**config.mk**
```make
export PLATFORM = sky130hd
export DESIGN_NAME = command_ack_retry_table
export DESIGN_NICKNAME = d
export VERILOG_FILES = /design/src/rtl/cart_pkg.sv /design/src/rtl/cart_ram.sv /design/src/rtl/command_ack_retry_table.sv
export SDC_FILE = /design/constraint.sdc
export NUM_CORES = 1
export LEC_CHECK = 0
export BUFFER_PORTS_ARGS = -buffer_cell sky130_fd_sc_hd__buf_2
export CAP_MARGIN = 20
export CORE_ASPECT_RATIO = 1.5
export CORE_MARGIN = 3
export CORE_UTILIZATION = 60
export CTS_BUF_LIST = sky130_fd_sc_hd__clkbuf_8
export DETAILED_ROUTE_END_ITERATION = 7
export GPL_ROUTABILITY_DRIVEN = 0
export PLACE_DENSITY_LB_ADDON = 0.05
export SYNTH_ARGS = -nofsm -noshare
export SYNTH_HDL_FRONTEND = slang
export SYNTH_SLANG_ARGS = --single-unit
export TNS_END_PERCENT = 1
```
**constraint.sdc**
```tcl
create_clock -name clk -period 7.91 [get_ports clk]
set_input_delay 1.582 -clock clk [delete_from_list [all_inputs] [get_ports clk]]
set_output_delay 1.582 -clock clk [all_outputs]
set_load 0.02 [all_outputs]
```
**src/rtl/cart_pkg.sv**
```systemverilog
`timescale 1ns / 1ps
package cart_pkg;

	localparam int MAX_ENTRIES_DEF = 8;

	localparam logic [1:0] KIND_SUBMIT = 2'd0;
	localparam logic [1:0] KIND_ACK    = 2'd1;
	localparam logic [1:0] KIND_TICK   = 2'd2;

	localparam logic [2:0] RES_FIRST   = 3'd0;
	localparam logic [2:0] RES_FULL    = 3'd1;
	localparam logic [2:0] RES_RESEND  = 3'd2;
	localparam logic [2:0] RES_ACKED   = 3'd3;
	localparam logic [2:0] RES_TIMEOUT = 3'd4;
	localparam logic [2:0] RES_IGNORED = 3'd5;

	localparam logic [1:0] REG_OWN_SYS  = 2'd0;
	localparam logic [1:0] REG_OWN_COMP = 2'd1;
	localparam logic [1:0] REG_TIMEOUT  = 2'd2;

	localparam logic [7:0] TIMEOUT_RST = 8'd5;
	localparam logic [7:0] CNT_MAX     = 8'hFF;

	typedef enum logic {
		ST_IDLE,
		ST_WALK
	} state_t;

	typedef struct packed {
		logic [15:0] cmd;
		logic [7:0]  tag;
		logic [7:0]  wanted;
		logic [7:0]  sent;
		logic [7:0]  age;
	} entry_t;

	typedef struct packed {
		logic [2:0]  ev;
		logic [15:0] cmd;
		logic [7:0]  tag;
		logic [7:0]  sends;
		logic [7:0]  conf;
		logic [7:0]  code;
	} result_t;

endpackage

```
**src/rtl/cart_ram.sv**
```systemverilog
`timescale 1ns / 1ps
module cart_ram #(
	parameter int DEPTH = cart_pkg::MAX_ENTRIES_DEF,
	parameter int AW    = (DEPTH > 1) ? $clog2(DEPTH) : 1
) (
	input  logic                clk,
	input  logic                we,
	input  logic [AW-1:0]       waddr,
	input  cart_pkg::entry_t    wdata,
	input  logic                re,
	input  logic [AW-1:0]       raddr,
	output cart_pkg::entry_t    rdata
);

	cart_pkg::entry_t mem [DEPTH];

	always_ff @(posedge clk) begin
		if (we) begin
			mem[waddr] <= wdata;
		end
	end

	always_ff @(posedge clk) begin
		if (re) begin
			rdata <= mem[raddr];
		end
	end

endmodule

```
**src/rtl/command_ack_retry_table.sv**
```systemverilog
`timescale 1ns / 1ps
// Submit, foreign ack, kind three: result (if any) in the cycle after accept, busy stays low.
// Own ack and tick: walk of the table, one entry per cycle through the registered memory read;
// busy for the whole walk, and no new item is accepted until busy falls.
// Walk results come at most one per cycle; the final one, flagged by last, shows as busy falls.
// The receiver cannot stall: each result shows for one cycle under strobe.
// Reset clears the entry count, output strobe and registers (timeout 5); the memory is not cleared.
module command_ack_retry_table #(
	parameter int MAX_ENTRIES = cart_pkg::MAX_ENTRIES_DEF
) (
	input  logic        clk,
	input  logic        arst_n,
	input  logic        start,
	output logic        busy,
	input  logic [1:0]  kind,
	input  logic [15:0] cmd_num,
	input  logic [7:0]  payload_tag,
	input  logic [7:0]  wanted_sends,
	input  logic [7:0]  ack_target_system,
	input  logic [7:0]  ack_target_component,
	input  logic [7:0]  ack_code,
	input  logic        cfg_valid,
	output logic        cfg_ready,
	input  logic [1:0]  cfg_index,
	input  logic [7:0]  cfg_data,
	output logic        strobe,
	output logic [2:0]  event_res,
	output logic [15:0] out_command_id,
	output logic [7:0]  out_payload_tag,
	output logic [7:0]  sends_done,
	output logic [7:0]  confirmation,
	output logic [7:0]  out_ack_code,
	output logic        last
);

	localparam int AW = (MAX_ENTRIES > 1) ? $clog2(MAX_ENTRIES) : 1;
	localparam int CW = $clog2(MAX_ENTRIES + 1);
	localparam logic [CW-1:0] FULL_C = CW'(MAX_ENTRIES);
	localparam logic [CW-1:0] ONE_C  = CW'(1);

	cart_pkg::state_t  state_q, state_d;
	logic [7:0]        own_sys_q, own_comp_q, timeout_q;
	logic [CW-1:0]     cnt_q, cnt_d;
	logic [CW-1:0]     rd_q, rd_d, wr_q, wr_d;
	logic              vld_s1, issue;
	logic              ack_mode_q, ack_mode_d;
	logic              found_q, found_d;
	logic [15:0]       op_cmd_q, op_cmd_d;
	logic [7:0]        op_code_q, op_code_d;
	cart_pkg::result_t pend_q, pend_d, emit_r;
	logic              pend_v_q, pend_v_d, emit_v, emit_last;
	cart_pkg::result_t res_q;
	logic              strobe_q, last_q;

	logic              mem_we;
	logic [AW-1:0]     mem_waddr;
	cart_pkg::entry_t  mem_wdata, rdata_s1, ent;
	logic [7:0]        age_inc;
	logic              accept;

	cart_ram #(.DEPTH(MAX_ENTRIES), .AW(AW)) u_ram (
		.clk   (clk),
		.we    (mem_we),
		.waddr (mem_waddr),
		.wdata (mem_wdata),
		.re    (issue),
		.raddr (rd_q[AW-1:0]),
		.rdata (rdata_s1)
	);

	assign busy      = (state_q != cart_pkg::ST_IDLE);
	assign cfg_ready = 1'b1;
	assign accept    = start && !busy;
	assign issue     = (state_q == cart_pkg::ST_WALK) && (rd_q < cnt_q);
	assign age_inc   = (rdata_s1.age < cart_pkg::CNT_MAX) ? rdata_s1.age + 8'd1 : rdata_s1.age;

	always_comb begin
		state_d    = state_q;
		cnt_d      = cnt_q;
		rd_d       = rd_q;
		wr_d       = wr_q;
		ack_mode_d = ack_mode_q;
		found_d    = found_q;
		op_cmd_d   = op_cmd_q;
		op_code_d  = op_code_q;
		pend_d     = pend_q;
		pend_v_d   = pend_v_q;
		emit_v     = 1'b0;
		emit_last  = 1'b0;
		emit_r     = '0;
		mem_we     = 1'b0;
		mem_waddr  = wr_q[AW-1:0];
		mem_wdata  = rdata_s1;
		ent        = rdata_s1;
		case (state_q)
			cart_pkg::ST_IDLE: begin
				if (accept) begin
					op_cmd_d  = cmd_num;
					op_code_d = ack_code;
					rd_d      = '0;
					wr_d      = '0;
					found_d   = 1'b0;
					pend_v_d  = 1'b0;
					case (kind)
						cart_pkg::KIND_SUBMIT: begin
							emit_v     = 1'b1;
							emit_last  = 1'b1;
							emit_r.cmd = cmd_num;
							emit_r.tag = payload_tag;
							if (cnt_q >= FULL_C) begin
								emit_r.ev = cart_pkg::RES_FULL;
							end else begin
								emit_r.ev        = cart_pkg::RES_FIRST;
								emit_r.sends     = 8'd1;
								mem_we           = 1'b1;
								mem_waddr        = cnt_q[AW-1:0];
								mem_wdata.cmd    = cmd_num;
								mem_wdata.tag    = payload_tag;
								mem_wdata.wanted = wanted_sends;
								mem_wdata.sent   = 8'd1;
								mem_wdata.age    = 8'd0;
								cnt_d            = cnt_q + ONE_C;
							end
						end
						cart_pkg::KIND_ACK: begin
							if (ack_target_system == own_sys_q &&
							    ack_target_component == own_comp_q) begin
								ack_mode_d = 1'b1;
								state_d    = cart_pkg::ST_WALK;
							end else begin
								emit_v      = 1'b1;
								emit_last   = 1'b1;
								emit_r.ev   = cart_pkg::RES_IGNORED;
								emit_r.cmd  = cmd_num;
								emit_r.code = ack_code;
							end
						end
						cart_pkg::KIND_TICK: begin
							ack_mode_d = 1'b0;
							state_d    = cart_pkg::ST_WALK;
						end
						default: begin
						end
					endcase
				end
			end
			cart_pkg::ST_WALK: begin
				if (issue) begin
					rd_d = rd_q + ONE_C;
				end
				if (vld_s1) begin
					logic              keep, new_v;
					cart_pkg::result_t nr;
					keep  = 1'b1;
					new_v = 1'b0;
					nr    = '0;
					if (ack_mode_q) begin
						if (!found_q && rdata_s1.cmd == op_cmd_q) begin
							found_d  = 1'b1;
							keep     = 1'b0;
							new_v    = 1'b1;
							nr.ev    = cart_pkg::RES_ACKED;
							nr.cmd   = rdata_s1.cmd;
							nr.tag   = rdata_s1.tag;
							nr.sends = rdata_s1.sent;
							nr.code  = op_code_q;
						end
					end else begin
						ent.age = age_inc;
						if (age_inc > timeout_q) begin
							new_v  = 1'b1;
							nr.cmd = rdata_s1.cmd;
							nr.tag = rdata_s1.tag;
							if (rdata_s1.sent < rdata_s1.wanted) begin
								ent.sent = (rdata_s1.sent < cart_pkg::CNT_MAX) ?
								           rdata_s1.sent + 8'd1 : rdata_s1.sent;
								ent.age  = 8'd0;
								nr.ev    = cart_pkg::RES_RESEND;
								nr.sends = ent.sent;
								nr.conf  = rdata_s1.sent;
							end else begin
								keep     = 1'b0;
								nr.ev    = cart_pkg::RES_TIMEOUT;
								nr.sends = rdata_s1.sent;
							end
						end
					end
					if (keep) begin
						mem_we    = 1'b1;
						mem_wdata = ent;
						wr_d      = wr_q + ONE_C;
					end
					if (new_v) begin
						if (pend_v_q) begin
							emit_v = 1'b1;
							emit_r = pend_q;
						end
						pend_d   = nr;
						pend_v_d = 1'b1;
					end
				end else if (!issue) begin
					state_d = cart_pkg::ST_IDLE;
					cnt_d   = wr_q;
					if (pend_v_q) begin
						emit_v    = 1'b1;
						emit_last = 1'b1;
						emit_r    = pend_q;
						pend_v_d  = 1'b0;
					end else if (ack_mode_q && !found_q) begin
						emit_v      = 1'b1;
						emit_last   = 1'b1;
						emit_r.ev   = cart_pkg::RES_IGNORED;
						emit_r.cmd  = op_cmd_q;
						emit_r.code = op_code_q;
					end
				end
			end
			default: begin
				state_d = cart_pkg::ST_IDLE;
			end
		endcase
	end

	always_ff @(posedge clk or negedge arst_n) begin
		if (!arst_n) begin
			state_q    <= cart_pkg::ST_IDLE;
			cnt_q      <= '0;
			rd_q       <= '0;
			wr_q       <= '0;
			vld_s1     <= 1'b0;
			ack_mode_q <= 1'b0;
			found_q    <= 1'b0;
			pend_v_q   <= 1'b0;
			strobe_q   <= 1'b0;
			last_q     <= 1'b0;
			own_sys_q  <= '0;
			own_comp_q <= '0;
			timeout_q  <= cart_pkg::TIMEOUT_RST;
		end else begin
			state_q    <= state_d;
			cnt_q      <= cnt_d;
			rd_q       <= rd_d;
			wr_q       <= wr_d;
			vld_s1     <= issue;
			ack_mode_q <= ack_mode_d;
			found_q    <= found_d;
			pend_v_q   <= pend_v_d;
			strobe_q   <= emit_v;
			last_q     <= emit_v && emit_last;
			if (cfg_valid && cfg_ready) begin
				case (cfg_index)
					cart_pkg::REG_OWN_SYS:  own_sys_q  <= cfg_data;
					cart_pkg::REG_OWN_COMP: own_comp_q <= cfg_data;
					cart_pkg::REG_TIMEOUT:  timeout_q  <= cfg_data;
					default: begin
					end
				endcase
			end
		end
	end

	always_ff @(posedge clk) begin
		op_cmd_q  <= op_cmd_d;
		op_code_q <= op_code_d;
		pend_q    <= pend_d;
		if (emit_v) begin
			res_q <= emit_r;
		end
	end

	assign strobe          = strobe_q;
	assign last            = last_q;
	assign event_res       = res_q.ev;
	assign out_command_id  = res_q.cmd;
	assign out_payload_tag = res_q.tag;
	assign sends_done      = res_q.sends;
	assign confirmation    = res_q.conf;
	assign out_ack_code    = res_q.code;

endmodule

```
==> summary.md <==
| Metric | Value |
|---|---|
| Chip Width | `172 microns` |
| Yosys warning total | `0` |
| Mux cell area share after synthesis | `12.5%` |
| Met1 global-route usage | `34.7%` |
| Flops & latches, synth | `601` |
| CORE AREA | `40500 sq um` |
| IO Port Bufs | `125` |
| Starting Density | `61.1%` |
| Setup ws final | `2.71 ns` |
| Endpoint, Worst Hold | `wr_q[3]$_DFFE_PN0P_` |
| Worst setup EP type | `flop` |
| Hpwl dp | `32200 microns` |
| Yosys cell types | `61` |
| Clock-pin slew on the worst setup and hold paths | `0.07 ns` |
| Met2 GRT Util | `41.5%` |
| Largest net degree at the start of global routing | `53` |
| Clk buf depth | `3` |
| DR vias | `13600` |
| Post-DR wirelength/cell | `24.3 microns` |
| First-pass GRT wire length | `82000 microns` |
| CP Data Required Time | `8.19 ns` |
| Most Crowded Layer GR | `met2` |
| Max Cap Violations | `0` |
| Register area share after synthesis | `72.0%` |
| Hold Vio Cnt, Final | `0` |
| Ys async rst share | `7.15%` |
| Critical path buffers and inverters | `2` |
| Netlist Area Pre-Place | `24800 sq um` |
| CTS tree | `yes` |
| Total negative slack | `0 ns` |
| Sink Count | `601` |
| P_leak | `9.67 nW` |
| Worst skew pair latency | `0.64 ns` |
| Drt pass-1 iters | `7` |
| Vias per std cell | `6.18` |
| Slowest-stage cell, CP | `buf_4` |
| Area delta synth->final | `11.8%` |
| Top cell type's share of synthesized area | `67.6%` |
| Fmax | `0.192 GHz` |
| Remaining global-route overflow | `0` |
| Initial antenna violation count | `2` |
| Mapped Cells | `1462` |
| Hold Crit Class | `reg -> reg` |
| Final clock skew | `0.0232 ns` |
| Vias in the first global route | `14000` |
| Worst R2R Start | `u_ram.rdata[0]$_DFFE_PP_` |
| Worst setup path class | `reg -> reg` |
| Share of cells above drive strength 1 | `27.3%` |
| H-tree levels | `3` |
| CTS Buf Count | `84` |
| Mean Syn Cell Area | `16.9 sq um` |
| EDFF count, synth | `558` |
| Row cnt | `90` |
| PwrDens | `389 nW/um^2` |
| Crit-path cells | `ha_1 > and3_1 > nor2b_1 > nand2b_1 > and2_1 > or2_2 > ha_1 > and4_1 > or3_1 > a21o_1 > nand2_2 > o21ai_2 > buf_4 > and2_1 > o22ai_4 > buf_4` |
| Compound-Gate Fraction of Synth Area | `4.44%` |
| Minimum clock period | `5.20 ns` |
| Slew at the pin closest to its max-slew limit | `1.07 ns` |
| Crit share post-route | `65.7%` |
| Fin Hold WS | `0.485 ns` |
| Total track usage | `25.2%` |
| Switching pwr | `3.63 mW` |
| Maximum fanout along the worst path | `38` |
| CP startpoint kind | `flop` |
| R2R Setup Slk | `2.71 ns` |
| Setup Fix Bufs, Post-CTS | `0` |
| Top Family by Delay on Critical Path | `simple AND/OR/NAND/NOR gates` |
| Fillers | `2730` |
| Total die area | `43800 sq um` |
| List of most frequent post-synthesis cells | `558 x edfxtp_1, 178 x nand2_1, 96 x mux4_2` |
| # setup viols final | `0` |
| Syn Nets | `1561` |
| Combinational power share | `31.4%` |
| Final ANT Viol Nets | `0` |
| Yosys top cell by area | `edfxtp_1` |
| RR Endpoint | `out_payload_tag[6]$_DFFE_PP_` |
| NumNets Final | `1737` |
| M3 GR Usage | `3.92%` |
| Hold_sp | `wr_q[3]$_DFFE_PN0P_` |
| Worst R2R Path Depth | `16` |
| Worst relative slew slack | `28.1%` |
| Adder-cell area share of the yosys netlist | `1.36%` |
| Crit path largest cell delay | `0.55 ns` |
| Clock root cell | `clkbuf_8` |
| RSZ-0062 raised after global routing | `false` |
| Reg power frac | `48.0%` |
| Xor and xnor area share after synthesis | `1.41%` |
| Internal | `7.16 mW` |
| WP data arrival | `5.47 ns` |
| Status | `finished, final reports clean` |
| Clock share of power | `20.6%` |
| Largest family of logic cells by synthesized area | `multiplexers` |
| Sw frac | `33.6%` |
| Hold path cells | `1` |
| Simple-gate share of the synthesized area | `6.61%` |
| Residual DRC count | `0` |
| Die height | `255 microns` |
| CTS Hold Buffers Added | `0` |
| Synth top area cells | `edfxtp_1 68%, mux4_2 8.7%, dfrtp_1 4.1%, mux2_2 3.4%, nand2_1 2.7%` |
| Post-place setup slack | `2.37 ns` |
| 1st-iter DRT viols | `1098` |
| Total Wirelength | `53700 microns` |
| Most frequent cell after synthesis | `edfxtp_1` |
| VDD IR max | `0.000380 V` |
| I/O Pins | `127` |
| Most used flip-flop cell after synthesis | `edfxtp_1` |
| Pins Over Slew Limit | `0` |
| Post-CTS sizing | `0` |
-- power by group through the flow --
stage	sequential, mW	clock [mW]	combinational, mW
after CTS	5.17	2.28	3.42
after global placement	5.21	0	3.33
after detailed placement	5.23	0	3.41
after floorplan	5.15	0	2.37
final	5.17	2.22	3.39
after global routing	5.24	2.42	3.72
-- stage by stage --
stage	total power [mW]	area [sq um]	utilization, %	cells
floorplan	7.52	24800	-	1462
global placement	8.54	26100	64.4	2054
detailed placement	8.64	26100	64.4	2055
CTS	10.9	27600	68.2	2202
global route	11.4	27700	68.3	2207
finish	10.8	27700	68.3	2207
-- flip-flops by register name, summed over array words and instances (netlist names), 3 cells and up --
signal and flops:
sends_done 8, event_res 3, out_ack_code 8, op_cmd_q 16, own_comp_q 8, out_payload_tag 8
u_ram.mem 384, op_code_q 8, pend_q 51, out_command_id 16, wr_q 4, confirmation 8
own_sys_q 8, u_ram.rdata 48, rd_q 4, cnt_q 4, timeout_q 8
-- placed cells by master, fill, tap and decap left out, types with 34 or more instances in the layout --
cell and instances:
edfxtp_1 558, nand2_1 177, buf_2 125, mux4_2 96, clkbuf_8 89, mux2_2 75
inv_1 55, a21oi_1 51, o21ai_0 43, dfrtp_1 38, and2_1 34
-- worst max-delay path by stage --
stage / from / cells after the start / to
global route: u_ram.rdata[0]$_DFFE_PP_ / 16 / out_payload_tag[6]$_DFFE_PP_
finish: u_ram.rdata[0]$_DFFE_PP_ / 16 / out_payload_tag[6]$_DFFE_PP_
global placement: u_ram.rdata[0]$_DFFE_PP_ / 15 / u_ram.mem[2][39]$_DFFE_PP_
floorplan: u_ram.rdata[0]$_DFFE_PP_ / 14 / u_ram.mem[0][0]$_DFFE_PP_
detailed placement: u_ram.rdata[0]$_DFFE_PP_ / 15 / u_ram.mem[2][38]$_DFFE_PP_
CTS: u_ram.rdata[0]$_DFFE_PP_ / 15 / u_ram.mem[2][43]$_DFFE_PP_
-- layer usage --
| metal | up-vias | share of wire [%] |
|---|---|---|
| li1 | 6010 | - |
| met1 | 7005 | 41 |
| met2 | 508 | 50 |
| met3 | 122 | 6.2 |
| met4 | 0 | 2.9 |
| met5 | - | 0 |
-- logic make-up after synthesis --
| group | count (synthesis) |
|---|---|
| DFF | 601 |
| and+or+nand+nor | 344 |
| muxes | 180 |
| AOI/OAI and AO/OA | 169 |
| buffers and inverters | 100 |
| xor gates and xnor gates | 40 |
| adders and majority gates | 27 |
| other | 1 |
-- layout make-up --
| class | instances | area (sq um) | share of cell area (%) |
|---|---|---|---|
| tap | 506 | 633 | 2.29 |
| antenna | 2 | 5.00 | 0.0181 |
| sequential | 601 | 17800 | 64.4 |
| clock inverter | 58 | 298 | 1.08 |
| inverter | 31 | 116 | 0.420 |
| timing repair buffer | 159 | 911 | 3.29 |
| multi-input combinational | 761 | 6670 | 24.1 |
| clock buffer | 89 | 1220 | 4.42 |
-- worst reg2reg max path: cells and delay by family, from the launching register on --
family | cells | cell delay (ns)
DFF | 1 | 0.46
AOI/OAI and AO/OA | 3 | 0.78
and+or+nand+nor | 9 | 2.17
buffers and inverters | 2 | 0.79
adders and majority gates | 2 | 0.61
Note: power is estimated with default switching activity, not from simulation.
